===== src/hw/rtl/multi_slot_sample_ring_buffer_core_defines.svh =====
// Assertion macros used by the ring buffer top level.
`ifndef MULTI_SLOT_SAMPLE_RING_BUFFER_CORE_DEFINES_SVH
`define MULTI_SLOT_SAMPLE_RING_BUFFER_CORE_DEFINES_SVH

// Same-cycle implication, checked on clk, off while in reset.
`define MSRB_ASSERT_NOW(name, ante, cons, msg) \
	name: assert property (@(posedge clk) disable iff (!arst_n) (ante) |-> (cons)) \
		else $error(msg);

// Next-cycle implication, checked on clk, off while in reset.
`define MSRB_ASSERT_NEXT(name, ante, cons, msg) \
	name: assert property (@(posedge clk) disable iff (!arst_n) (ante) |=> (cons)) \
		else $error(msg);

`endif


===== src/hw/rtl/msrb_pkg.sv =====
// Shared types, codes and constants of the multi-slot sample ring buffer.
`default_nettype none

package msrb_pkg;

	// Default sizing
	localparam int SLOT_COUNT_DEF = 8;
	localparam int RING_DEPTH_DEF = 4096;

	// Field widths
	localparam int REQ_TYPE_W = 2;
	localparam int SLOT_IN_W  = 3;
	localparam int SAMPLE_W   = 32;
	localparam int OFFSET_W   = 12;
	localparam int POS_W      = 64;

	// Request codes
	localparam logic [REQ_TYPE_W-1:0] REQ_WRITE = 2'd0;
	localparam logic [REQ_TYPE_W-1:0] REQ_POP   = 2'd1;
	localparam logic [REQ_TYPE_W-1:0] REQ_PEEK  = 2'd2;

	// Controller states
	typedef enum logic [1:0] {
		ST_IDLE,
		ST_EXEC,
		ST_STAT
	} ctrl_state_t;

	// Controller to datapath commands
	typedef struct packed {
		logic capture;  // latch the request on its transfer
		logic exec;     // memory access and position update
		logic load;     // fill the result register
	} ctrl_cmd_t;

endpackage

`default_nettype wire


===== src/hw/rtl/msrb_ctrl.sv =====
// Controller state machine: request handshake, sequencing, result register valid.
`default_nettype none

module msrb_ctrl import msrb_pkg::*; (
	input  logic      clk,
	input  logic      arst_n,
	input  logic      in_valid,
	output logic      in_ready,
	output logic      out_valid,
	input  logic      out_ready,
	output ctrl_cmd_t cmd
);

	ctrl_state_t state_q, state_next;
	logic        out_valid_q;
	logic        out_free;

	// Result register can take a new result when empty or being drained
	assign out_free = !out_valid_q || out_ready;

	// Next state
	always_comb begin
		state_next = state_q;
		unique case (state_q)
			ST_IDLE: begin
				if (in_valid) state_next = ST_EXEC;
			end
			ST_EXEC: begin
				state_next = ST_STAT;
			end
			ST_STAT: begin
				if (out_free) state_next = ST_IDLE;
			end
			default: begin
				state_next = ST_IDLE;
			end
		endcase
	end

	// Outputs
	always_comb begin
		in_ready    = 1'b0;
		cmd.capture = 1'b0;
		cmd.exec    = 1'b0;
		cmd.load    = 1'b0;
		unique case (state_q)
			ST_IDLE: begin
				in_ready    = 1'b1;
				cmd.capture = in_valid;
			end
			ST_EXEC: begin
				cmd.exec = 1'b1;
			end
			ST_STAT: begin
				cmd.load = out_free;
			end
			default: begin
				in_ready = 1'b0;
			end
		endcase
	end

	// State and result valid
	always_ff @(posedge clk or negedge arst_n) begin
		if (!arst_n) begin
			state_q     <= ST_IDLE;
			out_valid_q <= 1'b0;
		end else begin
			state_q <= state_next;
			if (cmd.load) out_valid_q <= 1'b1;
			else if (out_ready) out_valid_q <= 1'b0;
		end
	end

	assign out_valid = out_valid_q;

endmodule

`default_nettype wire


===== config.mk =====
export PLATFORM = sky130hd
export DESIGN_NAME = msrb_ctrl
export DESIGN_NICKNAME = d
export VERILOG_FILES = /design/src/hw/rtl/multi_slot_sample_ring_buffer_core_defines.svh /design/src/hw/rtl/msrb_pkg.sv /design/src/hw/rtl/msrb_ctrl.sv
export SDC_FILE = /design/constraint.sdc
export NUM_CORES = 1
export LEC_CHECK = 0
export BUFFER_PORTS_ARGS = -buffer_cell sky130_fd_sc_hd__buf_2
export CAP_MARGIN = 20
export CORE_AREA = 4 4 41 43
export CTS_BUF_LIST = sky130_fd_sc_hd__clkbuf_8
export CTS_CLUSTER_SIZE = 40
export DETAILED_ROUTE_END_ITERATION = 7
export DIE_AREA = 0 0 45 47
export PLACE_DENSITY = 0.38
export RECOVER_POWER = 100
export SLEW_MARGIN = 20
export SYNTH_ARGS = -nofsm -noshare
export SYNTH_HDL_FRONTEND = slang
export SYNTH_SLANG_ARGS = --single-unit

===== constraint.sdc =====
create_clock -name clk -period 1.1 [get_ports clk]
set_input_delay 0.22 -clock clk [delete_from_list [all_inputs] [get_ports clk]]
set_output_delay 0.22 -clock clk [all_outputs]
set_load 0.01 [all_outputs]

Word-level counts from Yosys, hierarchy flattened
Index checks and enable logic that the tools add are counted.

storage, ports and cells
  bits of input ports = 4
  word-level logic and storage cells = 20
  output and inout bits = 5
  bits in registers = 3

cells by class
  equal/unequal tests = 4
  reduce and logical (&&, ||, !) cells = 5
  mux-type cells = 9

operators with widths
  kind                                           number
  2-to-1 mux 1 bit                               6
  case mux 2 bit (3 select lines)                1
  2-to-1 mux 2 bit                               2
  inequality test 2 bit, second input constant   2
  == test 2 x 1 -> 1 bit, second input constant  1
  == test 2 bit, second input constant           1
  logical NOT 2 bit                              1
  AND reduction 2 bit                            1
  nonzero test 2 bit                             1
  logical NOT 1 bit                              1
  logical OR 1 bit                               1

Longest topological paths before layout
Gate-level depths: netlist (run 1).

  word-level depth = 4
  mapped depth = 2
  gate-level depth less buffers = 2

Worst setup path after synthesis (run 1)
No wires, ideal clock.

  path kind = register -> output
  start point = register state_q[1]
  end point = output port cmd[2] in the netlist's numbering
  data arrival time = 756 ps
  buffers on the path = 0
  slack = 124 ps
  stages on the path, launching flop included = 3
  data required time = 880 ps
  cells stage by stage = dfrtp_1 nor2_2 and2_1

RTL lines
  what                      line             RTL
  start: declaration        msrb_ctrl.sv:14  ctrl_state_t state_q, state_next;
  start signal: assignment  msrb_ctrl.sv:69  state_q <= state_next;
  end: declaration          msrb_ctrl.sv:11  output ctrl_cmd_t cmd

==> metrics, run 1 <==
critical path startpoint category flip-flop; Slew @ Worst Pin 0.186 ns; DRT antenna net count 0; flops & latches, synth 3; Die Y 47 µm; final worst slack -0.141 ns; initial antenna violation count 0; Setup Viol. Count Final 4; GRT Util Overall 0.0475; largest net degree at the start of global routing 4; Post-Syn Area 133 µm²; biggest area consumer among synthesized cells dfrtp_1; antenna cells 0; area grow syn2layout 116%; Post-Route Setup TNS -0.479 ns; share of the synthesized area in the top cell type 0.566; Leak 0.147 nW; Tmin final 1.24 ns; grt ovf 0; Critical Path RT 0.88 ns; row count 13; Clock Tree Buf Depth 2; max_slew headroom 0.876; Setup WS pre-CTS 0.0521 ns; die width 45 µm; Tightest Hold Check Type primary input to flip-flop; Peak supply drop 0.910 mV; TritonCTS Buffers 3; utilization after layout 0.220; WL per Instance 8.93 µm; Core ar. 1300 µm²; IO buf count 8; final wirelength 384 µm; final hold vios 0; Final Skew 0.00160 ns; sequential-to-total area share from yosys stat 0.566; CTS tree built; Pre-antenna DRT Iters 2; Root Driver clkbuf_8; syn nets 16; Synth Instances 12; Detailed Route Iter0 Violations 1; status complete, but fails checks; failing checks negative setup slack; share of cells above drive strength 1 0.643; Clock Latency Late Sink 0.21 ns; Synthesis Warnings 0; CP arrival 1.02 ns; MaxCap Viol Count 0; vias in the first global route 142; Clk pin slew, worst setup/hold paths 0.03 ns; Post-DP HPWL 250 µm; fin crit share 1.13; Mean Syn Cell Area 11.1 µm²; DR vias 133; routed vias/inst 3.09; Final nets 33; Sink Count 3; hold slack final 0.232 ns; Fmax 806 MHz; H-tree level count 1; first-pass GRT wire length 600 µm; RSZ-0062 raised after global routing yes; Slew Limit Fails 0; Starting Density 0.102; # DRC 0; Fillers 150; Synth area leaders dfrtp_1 (57%), and2_1 (9.4%), nand2b_1 (9.4%); critical path fanouts, max 3; crit path capture type primary output; die area 2120 µm²; pwr dens 2640 nW/µm²; routability cong. 0.595; post-synth cell types 8; Setup CP Type flip-flop to primary output; num ports 9
-- final timing paths --
kind | startpoint | end | slack, ns | depth (start not counted)
max | state_q[1]$_DFFE_PN0P_ | cmd[1] | -0.14 | 3
min | in_valid | state_q[0]$_DFFE_PN0P_ | 0.23 | 2
max reg2reg | state_q[1]$_DFFE_PN0P_ | state_q[1]$_DFFE_PN0P_ | 0.24 | 3
min reg2reg | out_valid$_DFFE_PN0P_ | out_valid$_DFFE_PN0P_ | 0.52 | 2
max in group asynchronous | arst_n | state_q[1]$_DFFE_PN0P_ | 0.55 | 2
min in group asynchronous | arst_n | out_valid$_DFFE_PN0P_ | 0.36 | 2
-- stage by stage --
stage / cells / instance area [µm²] / power (W)
global placement: 35 / 191 / 0.000343
global route: 43 / 287 / 0.000809
detailed placement: 35 / 191 / 0.000351
finish: 43 / 287 / 0.000757
floorplan: 12 / 133 / 0.000273
CTS: 40 / 255 / 0.000690
-- logic make-up after synthesis --
logic type,count (synthesis),synth area share
flops,3,0.566
compound gates,1,0.0566
simple gates,8,0.377
-- cell type report --
type	count	area, µm²	share of cell area
sequential	3	76.3	0.266
clock inverter	1	3.75	0.0131
timing repair buffer	12	73.8	0.258
tap	15	18.8	0.0655
multi-input combinational	9	72.6	0.253
clock buffer	3	41.3	0.144
-- state kept, by name, summed over array words and instances, names as in the netlist --
signal	cells
state_q	2
out_valid	1
-- worst max-delay path, cell delays in order, from the launching register on --
cell and delay (ns):
dfrtp_2 0.42, buf_4 0.14, nor2b_2 0.11, buf_2 0.14
-- synthesized netlist by cell type (all sizes together) --
cell / n
nor2: 1
nand2: 1
nor2b: 2
and2: 2
dfrtp: 3
o21bai: 1
nand2b: 2
-- repair_timing --
item                                   4_1_cts  5_1_grt
setup endpoints to repair                    4        4
hold buffers                                 1        0
endpoints found under the hold margin        3        0
setup buffers                                0        3
cloned                                       0        0
pin swaps                                    1        1
gates resized for setup                      2        3
-- per-layer routing --
| metal | track usage | wire length, µm |
|---|---|---|
| met5 | 0 | 0 |
| met4 | 0.0351 | 0 |
| met3 | 0.0613 | 71 |
| met2 | 0.0480 | 141 |
| met1 | 0.0479 | 172 |
-- power by group --
group          switching (W)  leakage [nW]  internal, W
Sequential         0.0000326        0.0371     0.000149
Combinational       0.000115        0.0831     0.000155
Clock              0.0000684        0.0269     0.000237
-- placed cells by master, fill, tap and decap left out, drive strengths merged --
master       Yosys  final
and2             2      2
buf              0     10
clkbuf           0      4
dfrtp            3      3
dlygate4sd3      0      1
inv              0      1
nand2            1      1
nand2b           2      2
nor2             1      1
nor2b            2      2
o21bai           1      1
(Power assumes the default switching activity.)
==> inputs of run 2 (changes only) <==
--- a/config.mk
+++ b/config.mk
@@ -5,7 +5,7 @@
 export SDC_FILE = /design/constraint.sdc
 export NUM_CORES = 1
 export LEC_CHECK = 0
-export BUFFER_PORTS_ARGS = -buffer_cell sky130_fd_sc_hd__buf_2
+export BUFFER_PORTS_ARGS = -buffer_cell sky130_fd_sc_hd__clkbuf_2
 export CAP_MARGIN = 20
 export CORE_AREA = 4 4 41 43
 export CTS_BUF_LIST = sky130_fd_sc_hd__clkbuf_8
==> metrics, run 2 (same netlist as run 1, synthesis figures left out) <==
IO buf count 8; Starting Density 0.102; WL per Instance 9.57 µm; Slew @ Worst Pin 0.184 ns; failing checks negative setup slack; Fillers 152; row count 13; final worst slack -0.141 ns; area grow syn2layout 118%; Critical Path RT 0.88 ns; routability cong. 0.592; Leak 0.144 nW; grt ovf 0; pwr dens 2650 nW/µm²; first-pass GRT wire length 676 µm; GR peak layer met2; Detailed Route Iter0 Violations 1; final wirelength 402 µm; Tmin final 1.24 ns; Net Switching 0.000219 W; die width 45 µm; commonest non-fill, non-tap cell in the layout clkbuf_2; Clock Latency Late Sink 0.21 ns; Tightest Hold Check Type primary input to flip-flop; Peak supply drop 0.968 mV; switching share of power 0.286; CTS tree built; Global Route met2 Usage 0.0621; fin crit share 1.13; Die Y 47 µm; final hold vios 0; DR vias 138; Fmax 806 MHz; capture point of the worst reg-to-reg path state_q[1]$_DFFE_PN0P_; initial antenna violation count 0; hold endpoint state_q[0]$_DFFE_PN0P_; Root Driver clkbuf_8; Min-Delay Path Depth 2; clock share of power 0.397; Inst Count DP 35; Reg2Reg Depth 3; Setup CP Type flip-flop to primary output; critical path fanouts, max 3; Post-Route Setup TNS -0.450 ns; Flop pwr share 0.251; die area 2120 µm²; RSZ-0062 raised after global routing yes; crit path capture type primary output; Sink Count 3; Clock Tree Buf Depth 2; met1 usage 0.0481; routed vias/inst 3.29; internal power 0.000546 W; reg2reg setup slack 0.20 ns; GRT Util Overall 0.0515; Post-DP Area 191 µm²; critical path startpoint category flip-flop; DRT antenna net count 0; reg2reg start state_q[0]$_DFFE_PN0P_; TritonCTS Buffers 3; hold path start in_valid; antenna cells 0; vias in the first global route 158; Clk pin slew, worst setup/hold paths 0.03 ns; largest net degree at the start of global routing 4; Layout Cells excl Fill 42; Core ar. 1300 µm²; # DRC 0; share of cells above drive strength 1 0.630; met3 GRT Util 0.0613; Setup Viol. Count Final 4; Final nets 32; Crit. Startpoint state_q[1]$_DFFE_PN0P_; max_slew headroom 0.877; most flop-heavy register state_q; H-tree level count 1; CP arrival 1.02 ns; max reg flops 2; status complete, but fails checks; Slew Limit Fails 0; Final Skew 0.00106 ns; Layout Cell Area excl Fill 289 µm²; MaxCap Viol Count 0; num ports 9; utilization after layout 0.222; most frequent cells in the layout clkbuf_2 (4), clkbuf_8 (3), dfrtp_1 (2), buf_6 (2), buf_4 (2); Pre-antenna DRT Iters 4; Gate power share 0.352
[run 2: cell types whose count changed in the layout (fill, tap and decap cells not counted)]
cell	before	now
buf_6	0	2
buf_2	6	1
and2_4	0	1
and2_1	2	1
nor2b_1	0	1
clkbuf_2	0	4
buf_4	4	2
nor2b_2	2	1
[run 2: worst max-delay path: stages (launching register included)]
cell and delay (ns):
dfrtp_2 0.44, nor2_4 0.13, and2_4 0.15, buf_6 0.09
[run 2: layout make-up]
type	count	area, µm²	share of cell area
clock buffers	3	41.3	0.143
well taps	15	18.8	0.0649
repair buffers	11	76.3	0.264
multi-input cells	9	72.6	0.251
clock inverters	1	3.75	0.0130
flip-flops and latches	3	76.3	0.264
[run 2: worst max path at each step]
stage,end,slack [ns]
4_1_cts,cmd[2],-0.16
3_5_place_dp,cmd[0],0.05
3_3_place_gp,cmd[0],0.08
5_1_grt,cmd[0],-0.19
2_1_floorplan,cmd[2],0.12
6_report,cmd[2],-0.14
[run 2: routing by layer]
layer,part of all wire,wire length [µm]
met1,0.46,183
met2,0.39,157
met3,0.15,62
met4,0,0
met5,0,0
[run 2: power by group through the flow]
| stage | clock, W | combinational, W | sequential (W) |
|---|---|---|---|
| 6_report | 0.000304 | 0.000269 | 0.000192 |
| 5_1_grt | 0.000330 | 0.000297 | 0.000199 |
| 4_1_cts | 0.000316 | 0.000232 | 0.000180 |
| 3_5_place_dp | 0 | 0.000177 | 0.000174 |
| 3_3_place_gp | 0 | 0.000173 | 0.000171 |
| 2_1_floorplan | 0 | 0.0000944 | 0.000178 |
[run 2: timing repair]
| item | 4_1_cts | 5_1_grt |
|---|---|---|
| cloned | 0 | 0 |
| hold buffers | 1 | 0 |
| hold endpoints to repair | 3 | 0 |
| buffers inserted | 1 | 1 |
| pin swaps | 2 | 1 |
| resized for setup | 3 | 6 |
| endpoints found under the setup margin | 4 | 4 |
[run 2: through the flow]
| stage | worst slack [ns] | hold WS (ns) | total power [W] |
|---|---|---|---|
| after floorplan | 0.124 | -0.0756 | 0.000273 |
| after global placement | 0.0764 | 0.0177 | 0.000345 |
| after detailed placement | 0.0513 | 0.0223 | 0.000351 |
| after CTS | -0.156 | 0.227 | 0.000727 |
| after global routing | -0.194 | 0.259 | 0.000827 |
| final | -0.141 | 0.237 | 0.000765 |
